--- src/ddfm_pkg.sv ---
package ddfm_pkg;

	// Limb format: base 1e9 limbs held in 30 bits.
	localparam int LIMB_W = 30;
	localparam logic [LIMB_W-1:0] GIG = 30'd1000000000;

	// Widths of limb products and of the cross-product sum.
	localparam int PROD_W = 2 * LIMB_W;
	localparam int SUM_W = PROD_W + 1;

	// Quotient of a SUM_W-bit value by 1e9 fits in QUO_W bits.
	localparam int QUO_W = 32;

	// The quotient estimate multiplies the top QUO_W dividend bits by
	// floor(2^61 / 1e9); the estimate is low by at most one.
	localparam int EST_SHIFT = SUM_W - QUO_W;
	localparam int EST_W = 2 * QUO_W;
	localparam logic [QUO_W-1:0] RECIP = 32'd2305843009;

	// Divide by 1e9 in three stages: estimate, back-multiply, correction.
	localparam int DIV_STEPS = 3;

	// Carry-resolve sum width and the doubled base.
	localparam int FIX_W = QUO_W + 1;
	localparam logic [FIX_W-1:0] TWO_GIG = 33'd2000000000;

	// Stage numbering across the whole pipeline.
	localparam int STG_MUL = 0;
	localparam int STG_ADD = 1;
	localparam int STG_DIV = 2;
	localparam int STG_FIN = STG_DIV + DIV_STEPS;
	localparam int FIN_STAGES = 3;
	localparam int NSTAGE = STG_FIN + FIN_STAGES;

	typedef enum logic [1:0] {
		ST_EXACT    = 2'd0,
		ST_INEXACT  = 2'd1,
		ST_OVERFLOW = 2'd2
	} status_t;

	// One operand pair as it arrives on the input channel.
	typedef struct packed {
		logic              a_negative;
		logic [LIMB_W-1:0] a_int;
		logic [LIMB_W-1:0] a_frac;
		logic              b_negative;
		logic [LIMB_W-1:0] b_int;
		logic [LIMB_W-1:0] b_frac;
	} operand_t;

	// Raw limb products.
	typedef struct packed {
		logic              neg;
		logic [PROD_W-1:0] ff;
		logic [PROD_W-1:0] hh;
		logic [PROD_W-1:0] p1;
		logic [PROD_W-1:0] p2;
	} mul_stage_t;

	// Products ready for division: cross sum and frac product.
	typedef struct packed {
		logic              neg;
		logic [PROD_W-1:0] hh;
		logic [SUM_W-1:0]  s;
		logic [PROD_W-1:0] ff;
	} add_stage_t;

	// Divider lane after the reciprocal multiply.
	typedef struct packed {
		logic [EST_W-1:0] est;
		logic [QUO_W-1:0] lo;
	} est_lane_t;

	// Divider lane after the back-multiply of the estimate.
	typedef struct packed {
		logic [QUO_W-1:0] q;
		logic [QUO_W-1:0] qg;
		logic [QUO_W-1:0] lo;
	} qmul_lane_t;

	// Final quotient and remainder of one lane.
	typedef struct packed {
		logic [LIMB_W-1:0] r;
		logic [QUO_W-1:0]  q;
	} lane_t;

	typedef struct packed {
		logic              neg;
		logic [PROD_W-1:0] hh;
		est_lane_t         sa;
		est_lane_t         fa;
	} est_stage_t;

	typedef struct packed {
		logic              neg;
		logic [PROD_W-1:0] hh;
		qmul_lane_t        sa;
		qmul_lane_t        fa;
	} qmul_stage_t;

	typedef struct packed {
		logic              neg;
		logic [PROD_W-1:0] hh;
		lane_t             sa;
		lane_t             fa;
	} div_stage_t;

	typedef struct packed {
		logic              neg;
		logic [LIMB_W-1:0] p_int;
		logic [LIMB_W-1:0] p_frac;
		status_t           status;
	} result_t;

	// Scaled reciprocal times the top dividend bits; keep the low bits for later.
	function automatic est_lane_t div_est(logic [SUM_W-1:0] x);
		est_lane_t l;
		l.est = EST_W'(x[SUM_W-1:EST_SHIFT]) * EST_W'(RECIP);
		l.lo = x[QUO_W-1:0];
		return l;
	endfunction

	// Estimate times 1e9; only the low bits matter since the remainder is small.
	function automatic qmul_lane_t div_mul(est_lane_t l);
		qmul_lane_t n;
		n.q = l.est[EST_W-1:QUO_W];
		n.qg = n.q * QUO_W'(GIG);
		n.lo = l.lo;
		return n;
	endfunction

	// The trial remainder is below 2e9, so one subtract corrects it.
	function automatic lane_t div_fix(qmul_lane_t l);
		lane_t n;
		logic [QUO_W-1:0] r;
		r = l.lo - l.qg;
		if (r >= QUO_W'(GIG)) begin
			n.r = LIMB_W'(r - QUO_W'(GIG));
			n.q = l.q + QUO_W'(1);
		end else begin
			n.r = LIMB_W'(r);
			n.q = l.q;
		end
		return n;
	endfunction

endpackage

--- src/ddfm_ctrl.sv ---
module ddfm_ctrl (
	input  logic                      clk,
	input  logic                      arst_n,
	input  logic                      in_valid,
	input  logic                      out_ready,
	output logic                      in_ready,
	output logic                      out_valid,
	output logic [ddfm_pkg::NSTAGE-1:0] en
);
	import ddfm_pkg::*;

	logic [NSTAGE-1:0] vld_q;
	logic [NSTAGE-1:0] vld_nxt;

	// A stage may load when any stage at or after it is empty or the last beat leaves.
	for (genvar k = 0; k < NSTAGE; k++) begin : g_en
		assign en[k] = out_ready | ~(&vld_q[NSTAGE-1:k]);
	end

	assign vld_nxt = {vld_q[NSTAGE-2:0], in_valid};

	// Valid bits move with the data, one stage per load.
	always_ff @(posedge clk or negedge arst_n) begin
		if (!arst_n) begin
			vld_q <= '0;
		end else begin
			for (int k = 0; k < NSTAGE; k++) begin
				if (en[k]) begin
					vld_q[k] <= vld_nxt[k];
				end
			end
		end
	end

	assign in_ready = en[0];
	assign out_valid = vld_q[NSTAGE-1];

	// A waiting result is not dropped while the sink stalls.
	a_hold_last: assert property (@(posedge clk) disable iff (!arst_n)
		out_valid && !out_ready |=> out_valid)
		else $error("result beat lost during stall");

	// A bubble anywhere in the pipeline lets a new beat in.
	a_fill_bubble: assert property (@(posedge clk) disable iff (!arst_n)
		!(&vld_q) |-> in_ready)
		else $error("input stalled with a free stage");

	// An accepted beat always occupies the first stage next cycle.
	a_enter: assert property (@(posedge clk) disable iff (!arst_n)
		in_valid && in_ready |=> vld_q[0])
		else $error("accepted beat missing from first stage");

endmodule

--- config.mk ---
export PLATFORM = sky130hd
export DESIGN_NAME = ddfm_ctrl
export DESIGN_NICKNAME = d
export VERILOG_FILES = /design/src/ddfm_pkg.sv /design/src/ddfm_ctrl.sv
export SDC_FILE = /design/constraint.sdc
export NUM_CORES = 1
export LEC_CHECK = 0
export BUFFER_PORTS_ARGS = -buffer_cell sky130_fd_sc_hd__buf_4
export CAP_MARGIN = 5
export CORE_AREA = 2 2 39 41
export CTS_BUF_LIST = sky130_fd_sc_hd__clkbuf_8
export DETAILED_ROUTE_END_ITERATION = 8
export DIE_AREA = 0 0 41 43
export SYNTH_ARGS = -nofsm -noshare
export SYNTH_HDL_FRONTEND = slang
export SYNTH_SLANG_ARGS = --single-unit
--- constraint.sdc ---
create_clock -name clk -period 1.6 [get_ports clk]
set_clock_uncertainty 0.05 [all_clocks]
set_input_delay 0.08 -clock clk [delete_from_list [all_inputs] [get_ports clk]]
set_output_delay 0.08 -clock clk [all_outputs]
set_load 0.01 [all_outputs]
==> results.toml <==
[min_path]
hold_path.class = "primary input to asynchronous set/reset pin"

[grt]
grt_use_met3 = 0.0471
use_met2 = 0.113
grt_use_total = 0.103
grt_pass1_vias = 240
use_met1 = 0.138
busiest_layer = "met1"
grt_max_degree = 9
grt_pass1_wl_um = 1120
grt-ovfl-total = 0
antenna_found_initial = 0

[die]
floorplan.initialDensity = 0.260
fp.coreArea_mm2 = 0.00138
io_pins = 14
dieArea_mm2 = 0.00176
die_w_um = 41
die_h_um = 43
rows = 14

[layout]
nets = 53
largestRegisters = "vld_q: 8 flops"
fillCellCount = 140
top_register = "vld_q"
largest_reg_flops = 8
syn_to_final_growth_pct = 44.4
drive_above_1_share = 0.404
fin_util = 0.376
antenna_cells = 0

[yosys]
netlist_instances = 31
yosysUniqueCellTypes = 16
yosysWarnings = 0
netlist.area_leader.share = 0.556
avgSynthCellArea_um2 = 11.6
synthFlopType = "dfrtp_1"
synth_fp_nets = 35
syn-cell-area_um2 = 360
synth_area_leader_cell = "dfrtp_1"
yosysMostFrequentCell = "dfrtp_1"
synth_top_cells_by_count = "8 x dfrtp_1, 3 x nand2_1"
ys_top_cells_by_area = "dfrtp_1 56%, and4b_1 5.6%, a21o_2 4.9%, a31o_1 4.9%, a21o_1 4.2%"
async_flop_share = 1.00
ys_ff_latch = 8
yosysSeqAreaShare = 0.556
synth_edf_count = 0

[clocking]
cts_sinks = 8
insertion_delay_ns = 0.23
cts_hold_buf = 2
clk_pin_slew_ns = 0.04
cts_inserted_buffers = 3
clk_path_buf_depth = 2
cts_tree = "done"
htree_levels = 1
cts_setup_buffers = 0
cts_resized = 0
root_buffer = "clkbuf_8"

[worst_setup_path]
worstSetupPathType = "register to primary output"
critPathMaxFanout = 7
cp.arrival_ns = 1.22
crit_chain = "and4b_1, nand3_1, buf_4"
crit_required_ns = 1.47
cp_slowest_stage_delay_ns = 0.37
crit_family = "simple AND/OR/NAND/NOR gates"
end_kind = "primary output"
critPathBufInv = 1
cp_slowest_cell = "dfrtp_1"
start_kind = "register"

[placement]
hpwlAfterDp_um = 494
gp_congestion = 0.668
io_buffers = 13

[run_status]
status = "completed"

[pwr]
p_leak_nw = 0.240
p_int_w = 0.000494
p_sw_frac = 0.278
p_per_area_mw_per_mm2 = 1310
pwr-share-seq = 0.399
share_comb_of_total_power = 0.252
irDropWorstVdd_uv = 416
switchingPower_w = 0.000191
clockPowerShare = 0.350

[timing]
rsz0062_at_grt = "false"
hold_viol_final = 0
slew_violations = 0
tightest_slew_ns = 0.236
fin_crit_ns = 1.35
min_period_over_period = 0.843
setup_viol = 0
setup_tns_ns = 0
relSlewSlack = 0.842
clock.fmax_ghz = 0.741

[route]
wl_per_cell_um = 10.8
vias_per_cell = 4.52
wirelength_um = 679
num_vias = 285
antenna_left = 0
drt_pre_antenna_iters = 3
remaining_drc_errors = 0
drt_iter0_drc = 3

[flow_run]
maxCapViolCount = 0
==> cell families (layout without fill, tap and decap cells) <==
logic type / Yosys count / count (layout) / synth area share
buffers and inverters: 4 / 20 / 0.0729
DFF: 8 / 8 / 0.556
AOI/OAI and AO/OA: 6 / 6 / 0.139
and+or+nand+nor: 13 / 13 / 0.233
==> worst paths after layout <==
kind | start | to | slack, ns | cells after the start
max reg2reg | vld_q[7] | vld_q[3] | 0.51 | 2
min reg2reg | vld_q[5] | vld_q[6] | 0.42 | 1
max | vld_q[7] | en[3] | 0.25 | 3
max in group asynchronous | arst_n | vld_q[3] | 1.21 | 2
min in group clk | out_ready | vld_q[7] | 0.28 | 3
min | arst_n | vld_q[2] | 0.16 | 2
==> per-stage QoR <==
stage / worst slack, ns / total power (W) / area, um2 / cells / hold WS, ns
4_1_cts: 0.219 / 0.000694 / 520 / 63 / 0.153
6_report: 0.251 / 0.000684 / 520 / 63 / 0.160
3_3_place_gp: 0.493 / 0.000447 / 459 / 58 / -0.147
5_1_grt: 0.109 / 0.000724 / 520 / 63 / 0.192
3_5_place_dp: 0.469 / 0.000446 / 459 / 58 / -0.147
2_1_floorplan: 0.446 / 0.000379 / 360 / 31 / -0.266
==> worst reg2reg max path: cells and delay by family, from the launching register on <==
kind / cells / cell delay (ns)
flops: 1 / 0.40
simple gates: 1 / 0.29
compound gates: 1 / 0.24
==> per-layer routing <==
metal / wire length [um] / up-vias / share of wire
met1: 312 / 131 / 0.46
met4: 15 / 0 / 0.022
met3: 45 / 2 / 0.066
met2: 305 / 10 / 0.45
li1: - / 142 / -
met5: 0 / - / 0
==> power by group through the flow <==
stage | clock, W | combinational, W | sequential [W]
floorplan | 0 | 0.000113 | 0.000266
global placement | 0 | 0.000172 | 0.000275
detailed placement | 0 | 0.000171 | 0.000275
CTS | 0.000245 | 0.000176 | 0.000272
global route | 0.000251 | 0.000192 | 0.000280
finish | 0.000239 | 0.000172 | 0.000273
==> placed cells by master, fill, tap and decap left out, types with 2 or more instances in the layout <==
cell,instances
buf_4,13
dfrtp_1,8
nand2_1,3
clkbuf_8,3
and4b_1,2
nand3_1,2
inv_1,2
a31o_1,2
a21o_2,2
a21o_1,2
dlygate4sd3_1,2
==> cell type report <==
type,instances,area [um2],area share
flip-flops and latches,8,200,0.385
clock buffers,3,41.3,0.0793
inverters,2,7.51,0.0144
well taps,16,20.0,0.0385
multi-input cells,19,134,0.257
repair buffers,15,118,0.226
Note: power is estimated with default switching activity, not from simulation.
