==> src/ddfm_pkg.sv <==
package ddfm_pkg;

	// Limb format: base 1e9 limbs held in 30 bits.
	localparam int LIMB_W = 30;
	localparam logic [LIMB_W-1:0] GIG = 30'd1000000000;

	// Widths of limb products and of the cross-product sum.
	localparam int PROD_W = 2 * LIMB_W;
	localparam int SUM_W = PROD_W + 1;

	// Quotient of a SUM_W-bit value by 1e9 fits in QUO_W bits.
	localparam int QUO_W = 32;

	// The quotient estimate multiplies the top QUO_W dividend bits by
	// floor(2^61 / 1e9); the estimate is low by at most one.
	localparam int EST_SHIFT = SUM_W - QUO_W;
	localparam int EST_W = 2 * QUO_W;
	localparam logic [QUO_W-1:0] RECIP = 32'd2305843009;

	// Divide by 1e9 in three stages: estimate, back-multiply, correction.
	localparam int DIV_STEPS = 3;

	// Carry-resolve sum width and the doubled base.
	localparam int FIX_W = QUO_W + 1;
	localparam logic [FIX_W-1:0] TWO_GIG = 33'd2000000000;

	// Stage numbering across the whole pipeline.
	localparam int STG_MUL = 0;
	localparam int STG_ADD = 1;
	localparam int STG_DIV = 2;
	localparam int STG_FIN = STG_DIV + DIV_STEPS;
	localparam int FIN_STAGES = 3;
	localparam int NSTAGE = STG_FIN + FIN_STAGES;

	typedef enum logic [1:0] {
		ST_EXACT    = 2'd0,
		ST_INEXACT  = 2'd1,
		ST_OVERFLOW = 2'd2
	} status_t;

	// One operand pair as it arrives on the input channel.
	typedef struct packed {
		logic              a_negative;
		logic [LIMB_W-1:0] a_int;
		logic [LIMB_W-1:0] a_frac;
		logic              b_negative;
		logic [LIMB_W-1:0] b_int;
		logic [LIMB_W-1:0] b_frac;
	} operand_t;

	// Raw limb products.
	typedef struct packed {
		logic              neg;
		logic [PROD_W-1:0] ff;
		logic [PROD_W-1:0] hh;
		logic [PROD_W-1:0] p1;
		logic [PROD_W-1:0] p2;
	} mul_stage_t;

	// Products ready for division: cross sum and frac product.
	typedef struct packed {
		logic              neg;
		logic [PROD_W-1:0] hh;
		logic [SUM_W-1:0]  s;
		logic [PROD_W-1:0] ff;
	} add_stage_t;

	// Divider lane after the reciprocal multiply.
	typedef struct packed {
		logic [EST_W-1:0] est;
		logic [QUO_W-1:0] lo;
	} est_lane_t;

	// Divider lane after the back-multiply of the estimate.
	typedef struct packed {
		logic [QUO_W-1:0] q;
		logic [QUO_W-1:0] qg;
		logic [QUO_W-1:0] lo;
	} qmul_lane_t;

	// Final quotient and remainder of one lane.
	typedef struct packed {
		logic [LIMB_W-1:0] r;
		logic [QUO_W-1:0]  q;
	} lane_t;

	typedef struct packed {
		logic              neg;
		logic [PROD_W-1:0] hh;
		est_lane_t         sa;
		est_lane_t         fa;
	} est_stage_t;

	typedef struct packed {
		logic              neg;
		logic [PROD_W-1:0] hh;
		qmul_lane_t        sa;
		qmul_lane_t        fa;
	} qmul_stage_t;

	typedef struct packed {
		logic              neg;
		logic [PROD_W-1:0] hh;
		lane_t             sa;
		lane_t             fa;
	} div_stage_t;

	typedef struct packed {
		logic              neg;
		logic [LIMB_W-1:0] p_int;
		logic [LIMB_W-1:0] p_frac;
		status_t           status;
	} result_t;

	// Scaled reciprocal times the top dividend bits; keep the low bits for later.
	function automatic est_lane_t div_est(logic [SUM_W-1:0] x);
		est_lane_t l;
		l.est = EST_W'(x[SUM_W-1:EST_SHIFT]) * EST_W'(RECIP);
		l.lo = x[QUO_W-1:0];
		return l;
	endfunction

	// Estimate times 1e9; only the low bits matter since the remainder is small.
	function automatic qmul_lane_t div_mul(est_lane_t l);
		qmul_lane_t n;
		n.q = l.est[EST_W-1:QUO_W];
		n.qg = n.q * QUO_W'(GIG);
		n.lo = l.lo;
		return n;
	endfunction

	// The trial remainder is below 2e9, so one subtract corrects it.
	function automatic lane_t div_fix(qmul_lane_t l);
		lane_t n;
		logic [QUO_W-1:0] r;
		r = l.lo - l.qg;
		if (r >= QUO_W'(GIG)) begin
			n.r = LIMB_W'(r - QUO_W'(GIG));
			n.q = l.q + QUO_W'(1);
		end else begin
			n.r = LIMB_W'(r);
			n.q = l.q;
		end
		return n;
	endfunction

endpackage

==> src/ddfm_div.sv <==
module ddfm_div (
	input  logic                        clk,
	input  logic [ddfm_pkg::DIV_STEPS-1:0] en,
	input  ddfm_pkg::add_stage_t        add_in,
	output ddfm_pkg::div_stage_t        div_out
);
	import ddfm_pkg::*;

	est_stage_t  est_s1;
	qmul_stage_t qmul_s2;
	div_stage_t  div_s3;

	// Two lanes divide by 1e9 side by side: the cross sum and the frac product.
	// Quotient estimate from the reciprocal.
	always_ff @(posedge clk) begin
		if (en[0]) begin
			est_s1.neg <= add_in.neg;
			est_s1.hh <= add_in.hh;
			est_s1.sa <= div_est(add_in.s);
			est_s1.fa <= div_est(SUM_W'(add_in.ff));
		end
	end

	// Estimate multiplied back by 1e9.
	always_ff @(posedge clk) begin
		if (en[1]) begin
			qmul_s2.neg <= est_s1.neg;
			qmul_s2.hh <= est_s1.hh;
			qmul_s2.sa <= div_mul(est_s1.sa);
			qmul_s2.fa <= div_mul(est_s1.fa);
		end
	end

	// Remainder and a one-step correction of the quotient.
	always_ff @(posedge clk) begin
		if (en[2]) begin
			div_s3.neg <= qmul_s2.neg;
			div_s3.hh <= qmul_s2.hh;
			div_s3.sa <= div_fix(qmul_s2.sa);
			div_s3.fa <= div_fix(qmul_s2.fa);
		end
	end

	assign div_out = div_s3;

endmodule

==> config.mk <==
export PLATFORM = sky130hd
export DESIGN_NAME = ddfm_div
export DESIGN_NICKNAME = d
export VERILOG_FILES = /design/src/ddfm_pkg.sv /design/src/ddfm_div.sv
export SDC_FILE = /design/constraint.sdc
export NUM_CORES = 2
export LEC_CHECK = 0
export ABC_AREA = 1
export BUFFER_PORTS_ARGS = -buffer_cell sky130_fd_sc_hd__clkbuf_2
export CAP_MARGIN = 5
export CORE_ASPECT_RATIO = 1.75
export CORE_MARGIN = 1
export CORE_UTILIZATION = 30
export CTS_BUF_LIST = sky130_fd_sc_hd__clkbuf_8
export CTS_CLUSTER_DIAMETER = 200
export CTS_CLUSTER_SIZE = 40
export DETAILED_ROUTE_END_ITERATION = 6
export SLEW_MARGIN = 20
export SYNTH_ARGS = -nofsm -noshare
export SYNTH_HDL_FRONTEND = slang
export SYNTH_SLANG_ARGS = --single-unit
==> constraint.sdc <==
create_clock -name clk -period 7 [get_ports clk]
set_input_delay 1.05 -clock clk [delete_from_list [all_inputs] [get_ports clk]]
set_output_delay 1.05 -clock clk [all_outputs]
set_load 0.01 [all_outputs]
==> PnR_summary.wiki <==
{| class="wikitable"
! Metric !! Value
|-
| Horizontal die dimension || ~350 um
|-
| Area of the mapped netlist || around 64000 um^2
|-
| Wirelength per Cell || between 15 and 20 um
|-
| Cells after DPL || about 10000
|-
| Number of instances in the synthesized netlist || around 6300
|-
| Critical path peak fanout || 8
|-
| Post-synth cell types || 47
|-
| Setup Crit Path Kind || input port to flop
|-
| Busiest grt layer || met2
|-
| Syn Nets || 8281
|-
| Layout net count || ~9100
|-
| Worst slew margin || about 40%
|-
| Vertical die dimension || roughly 610 um
|-
| Insertion delay of the later-clocked pin in the worst-skew pair || between 0.7 and 0.8 ns
|-
| Number of buffers inserted by port buffering || 370
|-
| Post-detailed-placement half-perimeter wirelength || ~170000 um
|-
| Post-Syn Area per Cell || about 10 um^2
|-
| Initial Util || between 30% and 40%
|-
| Met1 Resource Use GR || roughly 19%
|-
| Placeable Area || approximately 210000 um^2
|-
| Setup bufs post-CTS || 0
|-
| Post-Layout Cell Count || 9943
|-
| Vias || about 45000
|-
| Total area of sequential cells || approximately 18000 um^2
|-
| Element type at the critical path start || input port
|-
| Area growth from synthesis to final layout || 14.0%
|-
| Wire length of the first global-routing pass || a little under 300000 um
|-
| Fill cells || 21500
|-
| Antenna violations before repair || 12
|-
| Final core area utilization || between 30% and 40%
|-
| TritonRoute pass-1 iters || 6
|-
| Count of final hold-check violations || 0
|-
| Share of the clock period used by the worst path || between 90 and 100%
|-
| DRT antenna net count || 0
|-
| Fin Clk Skew || ~0.055 ns
|-
| Area fraction of the dominant cell type after synthesis || about 28%
|-
| Sinks on Clock Net || 603
|-
| Number of buffers on the longest clock path || 3
|-
| Element type at the critical path end || flop
|-
| Residual DRC || 0
|-
| Routed Wire Length || 192000 um
|-
| Transition at the pin with the smallest max-transition slack || around 0.9 ns
|-
| Number of global-route vias before repair || between 40000 and 50000
|-
| Number of synthesized register bits || between 600 and 700
|-
| Unrepaired setup endpoints after global routing || no
|-
| Number of buffers added to fix hold violations after cts || 0
|-
| Most used flip-flop cell after synthesis || sky130_fd_sc_hd__edfxtp_1
|-
| Grt ovf || 0
|-
| Proportion of layout cells with a drive suffix above 1 || around an eighth
|-
| Ports || 371
|-
| Met3 Track Usage GR || ~1.5%
|-
| Sequential area share after synthesis || 28.4%
|-
| First DRT Iteration DRCs || 2109
|-
| Number of pins exceeding their max-slew limit in the final report || 0
|-
| Share of synthesized registers carrying an async set or reset || 0%
|-
| Clock buffer count from CTS || 19
|-
| Worst Path Arrival || 7.25 ns
|-
| Total of endpoints with negative setup slack in the final report || 0
|-
| Clock root buffer master || sky130_fd_sc_hd__clkbuf_8
|-
| Run status || finished clean
|-
| Worst Hold Class || flop to flop
|-
| Max Cap Viol || 0
|-
| Clock-pin slew reported for the worst setup and hold paths after clock tree synthesis || 0.25 ns
|-
| Cell row count || 223
|-
| H-tree depth reported by CTS || 1
|-
| Total area of multi-input combinational cells || around 40000 um^2
|-
| Fraction of met2 tracks used by global routing || between 30% and 40%
|-
| Number of enable-type register cells in the synthesized netlist || 603
|-
| Overall Global Routing Usage || about 18%
|-
| Time the worst path needs with I/O delays and setup || approximately 6.7 ns
|-
| Gpl congestion || slightly below 1
|-
| Number of resized instances in the post-cts repair step || 0
|-
| Area of the die || 214000 um^2
|-
| Critical path required time || 7.54 ns
|-
| Pin count of the biggest net entering global routing || 129
|-
| CTS tree || yes
|-
| Biggest area consumer among synthesized cells || sky130_fd_sc_hd__edfxtp_1
|-
| Main area contributors after synthesis || sky130_fd_sc_hd__edfxtp_1, sky130_fd_sc_hd__fa_1, sky130_fd_sc_hd__ha_1
|-
| FMAX || around 150 MHz
|-
| Yosys warns || 0
|-
| Vias per Instance || 4.54
|}
-- sequential cells by signal, indices dropped and copies added, names as in the netlist --
| name | count |
|---|---|
| qmul_s2 | 230 |
| div_out | 185 |
| est_s1 | 188 |
-- worst paths after layout --
kind	end	slack [ns]	from	depth (start not counted)
min reg2reg	div_out[99]	0.40	qmul_s2[101]	0
max reg2reg	qmul_s2[63]	0.51	est_s1[66]	16
min	div_out[99]	0.40	qmul_s2[101]	0
max	est_s1[180]	0.29	add_in[107]	24
-- metrics by stage --
step / setup slack, ns / hold WS, ns / setup TNS (ns) / cell area [um^2]
global placement: -0.551 / 0.401 / -19.53 / 72400
CTS: 0.351 / 0.309 / 0 / 72700
detailed placement: -0.551 / 0.405 / -20.92 / 72400
finish: 0.289 / 0.405 / 0 / 72700
global route: 0.00669 / 0.353 / 0 / 72700
floorplan: 0.105 / 0.400 / 0 / 63800
-- critical path, cell delays in order --
cell and delay [ns]:
sky130_fd_sc_hd__clkbuf_2 0.09, sky130_fd_sc_hd__buf_4 0.26, sky130_fd_sc_hd__fa_1 0.51, sky130_fd_sc_hd__fa_1 0.46, sky130_fd_sc_hd__fa_1 0.51, sky130_fd_sc_hd__inv_1 0.07, sky130_fd_sc_hd__fa_1 0.50, sky130_fd_sc_hd__inv_1 0.06
sky130_fd_sc_hd__fa_1 0.49, sky130_fd_sc_hd__inv_1 0.05, sky130_fd_sc_hd__fa_1 0.52, sky130_fd_sc_hd__inv_1 0.05, sky130_fd_sc_hd__fa_1 0.44, sky130_fd_sc_hd__ha_1 0.29, sky130_fd_sc_hd__ha_1 0.32, sky130_fd_sc_hd__nand2_1 0.12
sky130_fd_sc_hd__buf_4 0.15, sky130_fd_sc_hd__nor2_1 0.15, sky130_fd_sc_hd__nand2_1 0.09, sky130_fd_sc_hd__nor4_1 0.20, sky130_fd_sc_hd__nand2_1 0.08, sky130_fd_sc_hd__o21ai_0 0.44, sky130_fd_sc_hd__a21oi_1 0.16, sky130_fd_sc_hd__xnor2_1 0.16
-- cells in the mapped netlist, types with 2 or more instances --
cell type and number:
sky130_fd_sc_hd__ha_1 1011, sky130_fd_sc_hd__nor4_1 17, sky130_fd_sc_hd__nand4_1 103, sky130_fd_sc_hd__a211oi_1 2, sky130_fd_sc_hd__nand3_2 2, sky130_fd_sc_hd__inv_1 1582
sky130_fd_sc_hd__and3_1 7, sky130_fd_sc_hd__xor2_1 159, sky130_fd_sc_hd__edfxtp_1 603, sky130_fd_sc_hd__fa_1 762, sky130_fd_sc_hd__o311ai_0 2, sky130_fd_sc_hd__o21bai_1 16
sky130_fd_sc_hd__o21ai_0 157, sky130_fd_sc_hd__a21oi_1 216, sky130_fd_sc_hd__nor3b_1 2, sky130_fd_sc_hd__o21ai_1 9, sky130_fd_sc_hd__clkbuf_1 2, sky130_fd_sc_hd__buf_6 7
sky130_fd_sc_hd__o31ai_1 5, sky130_fd_sc_hd__nand4_2 2, sky130_fd_sc_hd__buf_2 21, sky130_fd_sc_hd__o211ai_1 9, sky130_fd_sc_hd__a21oi_2 4, sky130_fd_sc_hd__nand3_1 138
sky130_fd_sc_hd__nand2_1 905, sky130_fd_sc_hd__a21boi_0 4, sky130_fd_sc_hd__nor2_2 7, sky130_fd_sc_hd__nor3_1 63, sky130_fd_sc_hd__inv_2 15, sky130_fd_sc_hd__and2_1 2
sky130_fd_sc_hd__a31oi_1 33, sky130_fd_sc_hd__nand3_4 2, sky130_fd_sc_hd__a21o_1 32, sky130_fd_sc_hd__o21a_1 10, sky130_fd_sc_hd__nand3b_1 11, sky130_fd_sc_hd__xnor2_1 71
sky130_fd_sc_hd__nor2_1 307, sky130_fd_sc_hd__xnor3_1 2, sky130_fd_sc_hd__nand2_2 6, sky130_fd_sc_hd__a31o_2 2, sky130_fd_sc_hd__a221oi_1 6
-- cell usage in the layout, fill, tap and decap left out, types with 7 or more instances in the layout --
cell                       instances
sky130_fd_sc_hd__fa_1            762
sky130_fd_sc_hd__o21a_1           10
sky130_fd_sc_hd__nor3_1           63
sky130_fd_sc_hd__ha_1           1011
sky130_fd_sc_hd__o21ai_0         157
sky130_fd_sc_hd__nand2_1         905
sky130_fd_sc_hd__nor2_1          307
sky130_fd_sc_hd__and3_1            7
sky130_fd_sc_hd__xor2_1          159
sky130_fd_sc_hd__o21bai_1         16
sky130_fd_sc_hd__inv_1          1582
sky130_fd_sc_hd__a21o_1           32
sky130_fd_sc_hd__inv_2            15
sky130_fd_sc_hd__edfxtp_1        603
sky130_fd_sc_hd__nand3_1         138
sky130_fd_sc_hd__buf_4           441
sky130_fd_sc_hd__a31oi_1          33
sky130_fd_sc_hd__nor4_1           17
sky130_fd_sc_hd__o21ai_1           9
sky130_fd_sc_hd__a21oi_1         216
sky130_fd_sc_hd__nor2_2            7
sky130_fd_sc_hd__xnor2_1          71
sky130_fd_sc_hd__o211ai_1          9
sky130_fd_sc_hd__clkbuf_8         20
sky130_fd_sc_hd__clkbuf_2        367
sky130_fd_sc_hd__nand4_1         103
sky130_fd_sc_hd__nand3b_1         11
-- layout make-up --
cell class	count	share of cell area, %
diodes	1	0.00344
clock buffers	19	0.360
clock inverters	3	0.0654
inverters	1597	8.24
multi-input cells	4091	54.3
flip-flops and latches	603	24.9
well taps	2812	4.84
repair buffers	817	7.30
-- per-layer routing --
metal,share of wire (%),vias up
li1,-,21700
met1,38,22100
met2,53,1034
met3,3.6,311
met4,5.7,14
met5,0.041,-
-- kinds of logic (layout without fill, tap and decap cells) --
logic type	Yosys count	count (layout)	synth area share, %
xor+xnor	232	232	3.23
simple gates	1576	1576	10.4
other cells	0	1	0
flops	603	603	28.4
buf+inv	1628	2436	9.71
fa+ha+maj	1773	1773	43.8
compound gates	510	510	4.49
Power is left out: the tool's default activity adds up to more than one toggle a clock period on the data nets, which glitch-free logic cannot reach.
