`src/ddfm_pkg.sv`:
```
package ddfm_pkg;

	// Limb format: base 1e9 limbs held in 30 bits.
	localparam int LIMB_W = 30;
	localparam logic [LIMB_W-1:0] GIG = 30'd1000000000;

	// Widths of limb products and of the cross-product sum.
	localparam int PROD_W = 2 * LIMB_W;
	localparam int SUM_W = PROD_W + 1;

	// Quotient of a SUM_W-bit value by 1e9 fits in QUO_W bits.
	localparam int QUO_W = 32;

	// The quotient estimate multiplies the top QUO_W dividend bits by
	// floor(2^61 / 1e9); the estimate is low by at most one.
	localparam int EST_SHIFT = SUM_W - QUO_W;
	localparam int EST_W = 2 * QUO_W;
	localparam logic [QUO_W-1:0] RECIP = 32'd2305843009;

	// Divide by 1e9 in three stages: estimate, back-multiply, correction.
	localparam int DIV_STEPS = 3;

	// Carry-resolve sum width and the doubled base.
	localparam int FIX_W = QUO_W + 1;
	localparam logic [FIX_W-1:0] TWO_GIG = 33'd2000000000;

	// Stage numbering across the whole pipeline.
	localparam int STG_MUL = 0;
	localparam int STG_ADD = 1;
	localparam int STG_DIV = 2;
	localparam int STG_FIN = STG_DIV + DIV_STEPS;
	localparam int FIN_STAGES = 3;
	localparam int NSTAGE = STG_FIN + FIN_STAGES;

	typedef enum logic [1:0] {
		ST_EXACT    = 2'd0,
		ST_INEXACT  = 2'd1,
		ST_OVERFLOW = 2'd2
	} status_t;

	// One operand pair as it arrives on the input channel.
	typedef struct packed {
		logic              a_negative;
		logic [LIMB_W-1:0] a_int;
		logic [LIMB_W-1:0] a_frac;
		logic              b_negative;
		logic [LIMB_W-1:0] b_int;
		logic [LIMB_W-1:0] b_frac;
	} operand_t;

	// Raw limb products.
	typedef struct packed {
		logic              neg;
		logic [PROD_W-1:0] ff;
		logic [PROD_W-1:0] hh;
		logic [PROD_W-1:0] p1;
		logic [PROD_W-1:0] p2;
	} mul_stage_t;

	// Products ready for division: cross sum and frac product.
	typedef struct packed {
		logic              neg;
		logic [PROD_W-1:0] hh;
		logic [SUM_W-1:0]  s;
		logic [PROD_W-1:0] ff;
	} add_stage_t;

	// Divider lane after the reciprocal multiply.
	typedef struct packed {
		logic [EST_W-1:0] est;
		logic [QUO_W-1:0] lo;
	} est_lane_t;

	// Divider lane after the back-multiply of the estimate.
	typedef struct packed {
		logic [QUO_W-1:0] q;
		logic [QUO_W-1:0] qg;
		logic [QUO_W-1:0] lo;
	} qmul_lane_t;

	// Final quotient and remainder of one lane.
	typedef struct packed {
		logic [LIMB_W-1:0] r;
		logic [QUO_W-1:0]  q;
	} lane_t;

	typedef struct packed {
		logic              neg;
		logic [PROD_W-1:0] hh;
		est_lane_t         sa;
		est_lane_t         fa;
	} est_stage_t;

	typedef struct packed {
		logic              neg;
		logic [PROD_W-1:0] hh;
		qmul_lane_t        sa;
		qmul_lane_t        fa;
	} qmul_stage_t;

	typedef struct packed {
		logic              neg;
		logic [PROD_W-1:0] hh;
		lane_t             sa;
		lane_t             fa;
	} div_stage_t;

	typedef struct packed {
		logic              neg;
		logic [LIMB_W-1:0] p_int;
		logic [LIMB_W-1:0] p_frac;
		status_t           status;
	} result_t;

	// Scaled reciprocal times the top dividend bits; keep the low bits for later.
	function automatic est_lane_t div_est(logic [SUM_W-1:0] x);
		est_lane_t l;
		l.est = EST_W'(x[SUM_W-1:EST_SHIFT]) * EST_W'(RECIP);
		l.lo = x[QUO_W-1:0];
		return l;
	endfunction

	// Estimate times 1e9; only the low bits matter since the remainder is small.
	function automatic qmul_lane_t div_mul(est_lane_t l);
		qmul_lane_t n;
		n.q = l.est[EST_W-1:QUO_W];
		n.qg = n.q * QUO_W'(GIG);
		n.lo = l.lo;
		return n;
	endfunction

	// The trial remainder is below 2e9, so one subtract corrects it.
	function automatic lane_t div_fix(qmul_lane_t l);
		lane_t n;
		logic [QUO_W-1:0] r;
		r = l.lo - l.qg;
		if (r >= QUO_W'(GIG)) begin
			n.r = LIMB_W'(r - QUO_W'(GIG));
			n.q = l.q + QUO_W'(1);
		end else begin
			n.r = LIMB_W'(r);
			n.q = l.q;
		end
		return n;
	endfunction

endpackage

```
`src/ddfm_fin.sv`:
```
module ddfm_fin (
	input  logic                 clk,
	input  logic [2:0]           en,
	input  ddfm_pkg::div_stage_t div_in,
	output ddfm_pkg::result_t    res
);
	import ddfm_pkg::*;

	logic              neg_s1;
	logic [PROD_W-1:0] hh_s1;
	logic [QUO_W-1:0]  qs_s1;
	logic [FIX_W-1:0]  t_s1;
	logic              lost_s1;

	logic              neg_s2;
	logic [PROD_W-1:0] hh_s2;
	logic [QUO_W-1:0]  qs_s2;
	logic [1:0]        c_s2;
	logic [LIMB_W-1:0] frac_s2;
	logic              lost_s2;

	result_t           res_s3;

	logic [1:0]        c_nxt;
	logic [FIX_W-1:0]  r_nxt;
	logic [SUM_W-1:0]  pint_sum;

	// Fold the frac quotient into the cross-sum remainder.
	always_ff @(posedge clk) begin
		if (en[0]) begin
			neg_s1 <= div_in.neg;
			hh_s1 <= div_in.hh;
			qs_s1 <= div_in.sa.q;
			t_s1 <= FIX_W'(div_in.sa.r) + FIX_W'(div_in.fa.q);
			lost_s1 <= (div_in.fa.r != '0);
		end
	end

	// The folded value stays below 3e9, so at most two carries leave it.
	always_comb begin
		if (t_s1 >= TWO_GIG) begin
			c_nxt = 2'd2;
			r_nxt = t_s1 - TWO_GIG;
		end else if (t_s1 >= FIX_W'(GIG)) begin
			c_nxt = 2'd1;
			r_nxt = t_s1 - FIX_W'(GIG);
		end else begin
			c_nxt = 2'd0;
			r_nxt = t_s1;
		end
	end

	always_ff @(posedge clk) begin
		if (en[1]) begin
			neg_s2 <= neg_s1;
			hh_s2 <= hh_s1;
			qs_s2 <= qs_s1;
			c_s2 <= c_nxt;
			frac_s2 <= LIMB_W'(r_nxt);
			lost_s2 <= lost_s1;
		end
	end

	// Integer limb, overflow test and status; lost precision wins.
	assign pint_sum = SUM_W'(hh_s2) + SUM_W'(qs_s2) + SUM_W'(c_s2);

	always_ff @(posedge clk) begin
		if (en[2]) begin
			res_s3.neg <= neg_s2;
			if (lost_s2) begin
				res_s3.status <= ST_INEXACT;
				res_s3.p_int <= '0;
				res_s3.p_frac <= '0;
			end else if (pint_sum >= SUM_W'(GIG)) begin
				res_s3.status <= ST_OVERFLOW;
				res_s3.p_int <= '0;
				res_s3.p_frac <= '0;
			end else begin
				res_s3.status <= ST_EXACT;
				res_s3.p_int <= pint_sum[LIMB_W-1:0];
				res_s3.p_frac <= frac_s2;
			end
		end
	end

	assign res = res_s3;

endmodule

```
`config.mk`:
```
export PLATFORM = sky130hd
export DESIGN_NAME = ddfm_fin
export DESIGN_NICKNAME = d
export VERILOG_FILES = /design/src/ddfm_pkg.sv /design/src/ddfm_fin.sv
export SDC_FILE = /design/constraint.sdc
export NUM_CORES = 1
export LEC_CHECK = 0
export BUFFER_PORTS_ARGS = -buffer_cell sky130_fd_sc_hd__buf_2
export CAP_MARGIN = 20
export CORE_MARGIN = 2
export CORE_UTILIZATION = 30
export CTS_BUF_LIST = sky130_fd_sc_hd__clkbuf_8
export CTS_CLUSTER_DIAMETER = 50
export DETAILED_ROUTE_END_ITERATION = 6
export PLACE_DENSITY = 0.45
export SKIP_LAST_GASP = 1
export SYNTH_ARGS = -nofsm -noshare
export SYNTH_HDL_FRONTEND = slang
export SYNTH_SLANG_ARGS = --single-unit
```
`constraint.sdc`:
```
create_clock -name clk -period 14.65 [get_ports clk]
set_input_delay 2.1975 -clock clk [delete_from_list [all_inputs] [get_ports clk]]
set_output_delay 2.1975 -clock clk [all_outputs]
set_load 0.01 [all_outputs]
```
==> results of run 1 <==
flip-flops by register name (all words and copies together) (netlist names):
| name | cells |
|---|---|
| lost_s1 | 1 |
| frac_s2 | 30 |
| neg_s2 | 1 |
| lost_s2 | 1 |
| hh_s1 | 60 |
| hh_s2 | 60 |
| t_s1 | 33 |
| qs_s1 | 32 |
| c_s2 | 2 |
| qs_s2 | 32 |
| neg_s1 | 1 |
| res | 63 |
layout by cell type (no fill, tap or decap), types with 7 or more instances in the layout:
cell      synthesis  final
nor3b_2          35     35
nand3_1          30     30
o21a_1           12     12
nor3_2            8      8
xor2_1           28     28
and2_1            8      8
a211oi_1          8      8
a31oi_1           7      7
nand2_1          71     71
and3_1            9      9
nor3_1           39     39
o211ai_1          8      8
edfxtp_1        316    316
o31ai_1           9      9
xnor2_1          45     45
ha_1             98     98
inv_1            36     53
a21oi_1          82     82
clkbuf_8          0     61
nand4_1          18     18
nor4_1           14     14
a21o_1           25     25
buf_2             4    248
nand2b_1         10     10
o21ai_0          56     56
clkinv_1          0     20
nor2_1           65     65
kinds of logic after synthesis:
logic type,count (synthesis),synth area share
buffers and inverters,75,0.02025
xor gates and xnor gates,73,0.04041
and+or+nand+nor,339,0.1265
muxes,7,0.004508
AOI/OAI and AO/OA,291,0.1259
DFF,316,0.5998
adders and majority gates,102,0.08257
power groups by stage:
stage	Combinational [uW]	Sequential, uW	Clock (uW)
CTS	402	1140	854
global route	448	1150	893
finish	398	1140	813
floorplan	270	1140	0
detailed placement	399	1160	0
global placement	399	1160	0
worst min path at each step:
stage	start	to	slack (ns)	cells past startpoint
final	hh_s1[54]	hh_s2[54]	0.41	0
after global routing	hh_s1[54]	hh_s2[54]	0.42	0
after CTS	hh_s1[8]	hh_s2[8]	0.42	0
after detailed placement	hh_s1[45]	hh_s2[45]	0.40	0
after global placement	hh_s1[0]	hh_s2[0]	0.40	0
after floorplan	hh_s1[0]	hh_s2[0]	0.40	0
layout make-up:
cell class	instances	area, um2
fillers	5230	33420
inverters	36	135.1
clock buffers	61	839.6
clock inverters	48	280.3
multi-input cells	812	6015
flip-flops and latches	316	9489
well taps	688	860.8
repair buffers	255	1301
diodes	1	2.502
routing by layer:
layer / part of all wire / GRT usage / routed length (um)
met1: 0.42 / 0.1733 / 16420
met2: 0.48 / 0.2421 / 18880
met3: 0.066 / 0.04077 / 2593
met4: 0.030 / 0.05400 / 1175
met5: 0.00043 / 0 / 17
critical path: cells and delay by family, from the launching register on:
family / cells / cell delay, ns
compound gates: 6 / 2.14
simple gates: 4 / 1.53
flops: 1 / 0.39
fa+ha+maj: 3 / 1.13
xor+xnor: 1 / 0.18
per-stage QoR:
stage | total power [uW] | hold WS (ns) | area (um2) | std cells | setup slack [ns]
CTS | 2396 | 0.4179 | 18920 | 2216 | 8.726
global placement | 1557 | 0.4035 | 17800 | 2107 | 8.899
floorplan | 1410 | 0.4003 | 15820 | 1203 | 9.733
finish | 2350 | 0.4146 | 18920 | 2217 | 8.890
detailed placement | 1556 | 0.4045 | 17800 | 2107 | 8.732
global route | 2489 | 0.4204 | 18920 | 2217 | 8.424
==> flow_metrics.py, run 1 <==
metrics = {
    "sta": {
        "final_hold_viol_count": 0,
        "slew_headroom": 0.3071,
        "setup_viol": 0,
        "post-route-period-util": 0.3932,
        "clock_skew_ns": 0.02555,
        "tightestPinTransition_ns": 1.039,
        "min_period_ns": 5.760,
        "fin_setup_tns_ns": 0,
        "rsz0062_at_grt": "no",
        "fmax_mhz": 173.6,
        "report.final.slew_viol_count": 0,
    },
    "worst_setup_path": {
        "cp.arrival_ns": 6.10,
        "crit_path_max_fanout": 61,
        "rr_startpoint": "hh_s2[1]",
        "crit_required_ns": 14.99,
        "endpoint_kind": "flip-flop",
        "crit_end": "res[28]",
        "rrSetupSlack_ns": 8.89,
        "cp-start-kind": "flip-flop",
        "cpPeakStageDelay_ns": 0.87,
        "startpoint": "hh_s2[1]",
        "crit_slowest_cell": "or4_4",
        "critPathKind": "flip-flop to flip-flop",
        "reg2reg_depth": 14,
        "r2r_end": "res[28]",
        "critical_path.cell_chain": "fa_1 -> ha_1 -> fa_1 -> a21o_1 -> a221o_1 -> o311ai_2 -> a21oi_1 -> a21oi_1 -> nand2_1 -> xnor2_1 -> or3_1 -> a2111oi_0 -> or4_4 -> nor3b_2",
    },
    "power_and_ir_drop": {
        "switching_share": 0.2787,
        "leakage_uw": 0.007244,
        "power.switching_uw": 655.0,
        "power.internal_uw": 1695,
        "p_clk_frac": 0.346,
        "p_per_area_nw_per_um2": 124.2,
        "p_seq_frac": 0.485,
        "vdd_drop_max_v": 0.00005435,
        "comb_power_share": 0.169,
    },
    "detailed_routing": {
        "wl_per_cell_um": 17.63,
        "via_per_inst": 4.831,
        "antenna_left": 0,
        "vias": 10710,
        "routed_wl_um": 39080,
        "drtPass1Iterations": 5,
        "drc": 0,
        "drt_iter0_markers": 481,
    },
    "grt": {
        "antenna_found_initial": 3,
        "grt_usage": 0.1435,
        "grt_overflow": 0,
        "grt_first_pass_wirelength_um": 60990,
        "grt_max_degree": 71,
        "grt_pass1_vias": 11090,
    },
    "cts": {
        "cts_buffer_depth": 3,
        "cts.sinks": 316,
        "numCtsBuffers": 59,
        "clkLatencyLatePin_ns": 0.64,
        "hold_buffers": 0,
        "clkTransAtPathRegs_ns": 0.06,
        "post_cts_buffers": 0,
        "cts_root_buffer": "clkbuf_8",
        "htree_levels": 2,
        "cts_tree": "done",
        "cts-resized-gates": 0,
    },
    "die": {
        "rows": 84,
        "dieArea_um2": 54590,
        "initial_core_util": 0.3023,
        "die_h_um": 233.6,
        "die_w_um": 233.6,
        "io_pins": 252,
        "core_um2": 52340,
    },
    "synthesis": {
        "netlist_area_um2": 15820,
        "yosysSeqAreaShare": 0.5998,
        "synth_fp_nets": 1494,
        "synth_cell_type_count": 79,
        "ys_seq_elements": 316,
        "yosysMostFrequentCell": "edfxtp_1",
        "yosys.area.top_type_share": 0.5998,
        "async_flop_share": 0,
        "synthCells": 1203,
        "synthTopCellsByCount": "edfxtp_1 (316), ha_1 (98), a21oi_1 (82)",
        "synth_area_leaders": "edfxtp_1 (60%), ha_1 (7.8%), nor3b_2 (2.8%), a21oi_1 (2.6%), xnor2_1 (2.5%)",
        "synth_ff_type": "edfxtp_1",
        "synth_edf_count": 316,
        "syn_avg_cell_area_um2": 13.15,
        "synth_warnings": 0,
        "yosysTopAreaCell": "edfxtp_1",
    },
    "outcome": {
        "status": "finished clean",
    },
    "min_path": {
        "min_path_type": "flip-flop to flip-flop",
    },
    "job": {
        "cap_violations": 0,
    },
    "cells_and_area": {
        "area_growth_pct": 19.61,
        "drive_above_1_share": 0.2592,
        "utilization": 0.3615,
        "nets": 1771,
    },
    "placed_design": {
        "hpwlAfterDp_um": 28020,
        "numPortBuffers": 251,
        "gp_congestion": 0.8289,
    },
}
Note: power is estimated with default switching activity, not from simulation.
==> run 2: changes to the inputs <==
==> constraint.sdc (replaced) <==
create_clock -name clk -period 5.8 [get_ports clk]
set_input_delay 0.87 -clock clk [delete_from_list [all_inputs] [get_ports clk]]
set_output_delay 0.87 -clock clk [all_outputs]
set_load 0.01 [all_outputs]
==> flow_metrics.py, run 2 (synthesis gave the netlist of run 1 again) <==
metrics = {
    "die": {
        "die_h_um": 233.6,
        "dieArea_um2": 54590,
        "io_pins": 252,
        "die_w_um": 233.6,
        "rows": 84,
        "initial_core_util": 0.3023,
        "core_um2": 52340,
    },
    "sta": {
        "tightestPinTransition_ns": 0.9993,
        "fmax_mhz": 194.3,
        "clock_skew_ns": 0.01421,
        "final_hold_viol_count": 0,
        "post-route-period-util": 0.8874,
        "rsz0062_at_grt": "no",
        "setup_ws_ns": 0.6531,
        "fin_setup_tns_ns": 0,
        "min_period_ns": 5.147,
        "slew_headroom": 0.3277,
        "setup_viol": 0,
        "report.final.slew_viol_count": 0,
    },
    "cts": {
        "cts.sinks": 316,
        "cts_buffer_depth": 3,
        "cts_root_buffer": "clkbuf_8",
        "hold_buffers": 0,
        "cts-resized-gates": 0,
        "clkTransAtPathRegs_ns": 0.06,
        "numCtsBuffers": 56,
        "htree_levels": 2,
        "post_cts_buffers": 0,
        "clkLatencyLatePin_ns": 0.62,
        "cts_tree": "done",
    },
    "worst_setup_path": {
        "critPathKind": "flip-flop to flip-flop",
        "cp.arrival_ns": 5.57,
        "rr_startpoint": "hh_s2[1]",
        "r2r_end": "res[52]",
        "crit_required_ns": 6.23,
        "reg2reg_depth": 16,
        "rrSetupSlack_ns": 0.65,
        "endpoint_kind": "flip-flop",
        "crit_path_max_fanout": 38,
        "cp-start-kind": "flip-flop",
    },
    "cells_and_area": {
        "layout_common_cells": "edfxtp_1 (316), buf_2 (248), ha_1 (98), a21oi_1 (82), nand2_1 (71)",
        "utilization": 0.3611,
        "drive_above_1_share": 0.2592,
        "nFillCells": 5150,
        "multi_input_area_um2": 6015,
        "seqCellArea_um2": 9489,
        "nets": 1771,
        "area_growth_pct": 19.48,
        "diodes": 0,
        "layout_commonest_cell": "edfxtp_1",
        "largest_register_ffs": 63,
    },
    "placed_design": {
        "gp_congestion": 0.8274,
        "hpwlAfterDp_um": 28190,
        "numPortBuffers": 251,
        "dp_slack_ns": 0.6454,
    },
    "detailed_routing": {
        "drt_iter0_markers": 431,
        "drtPass1Iterations": 6,
        "vias": 10660,
        "antenna_left": 0,
        "drc": 0,
        "routed_wl_um": 39170,
        "wl_per_cell_um": 17.74,
        "via_per_inst": 4.826,
    },
    "job": {
        "cap_violations": 0,
    },
    "power_and_ir_drop": {
        "vdd_drop_max_v": 0.0001262,
        "p_per_area_nw_per_um2": 310.2,
        "leakage_uw": 0.007253,
    },
    "grt": {
        "antenna_found_initial": 1,
        "grt_usage": 0.1426,
        "grt_pass1_vias": 10940,
        "grt_first_pass_wirelength_um": 60350,
        "grt_max_degree": 84,
        "grt_overflow": 0,
    },
    "min_path": {
        "min_path_type": "flip-flop to flip-flop",
        "worst_hold_path.endpoint": "qs_s2[22]",
        "hold_depth": 0,
        "min_from": "qs_s1[22]",
    },
    "outcome": {
        "status": "finished clean",
    },
}
run 2: cell types whose count changed in the layout (fill, tap and decap cells not counted), sizes merged:
cell      delta
buf          +3
bufinv       +1
clkbuf       -4
clkinv       -8
clkinvlp     -2
diode        -1
inv          +2
run 2: through the flow:
step	total power, uW	hold slack [ns]	instances	cell area, um2
after floorplan	3560	0.4003	1203	15820
after global placement	3939	0.4017	2110	17850
after detailed placement	3931	0.4045	2110	17850
after CTS	5976	0.3494	2208	18900
after global routing	6206	0.3629	2208	18900
final	5863	0.4132	2208	18900
run 2: how the worst max path moves through the flow:
stage | startpoint | endpoint | slack [ns] | cells after the start
CTS | hh_s2[1] | res[52] | 0.62 | 16
floorplan | hh_s2[1] | res[1] | 1.17 | 16
global placement | hh_s2[1] | res[52] | 0.60 | 15
finish | hh_s2[1] | res[52] | 0.65 | 16
global route | hh_s2[1] | res[45] | 0.32 | 15
detailed placement | hh_s2[1] | res[2] | 0.65 | 15
run 2: where the power goes:
part / total [uW] / switching, uW / internal, uW
logic: 1000 / 590 / 414
registers: 2880 / 113 / 2760
clock network: 1980 / 901 / 1080
total: 5860 / 1600 / 4260
run 2: routing by layer:
layer / track usage / routed length, um
met1: 0.1726 / 16590
met2: 0.2460 / 19100
met3: 0.03650 / 2499
met4: 0.04767 / 983
met5: 0 / 0
run 2: layout make-up:
cell class / instances / share of cell area
flip-flops and latches: 316 / 0.5020
well taps: 688 / 0.04554
repair buffers: 258 / 0.07136
clock buffers: 57 / 0.04150
inverters: 36 / 0.007149
multi-input cells: 812 / 0.3182
clock inverters: 41 / 0.01423
run 2: critical path, cell delays in order (launching register included):
cell and delay, ns:
edfxtp_1 0.39, fa_1 0.49, ha_1 0.23, fa_1 0.41, a21o_1 0.19, a221o_1 0.40
o311ai_2 0.33, a21oi_1 0.21, a21oi_1 0.28, buf_4 0.19, a211oi_1 0.12, nor2_1 0.26
mux2i_1 0.22, o2111ai_1 0.13, or4_4 0.58, buf_12 0.20, a2111oi_2 0.29
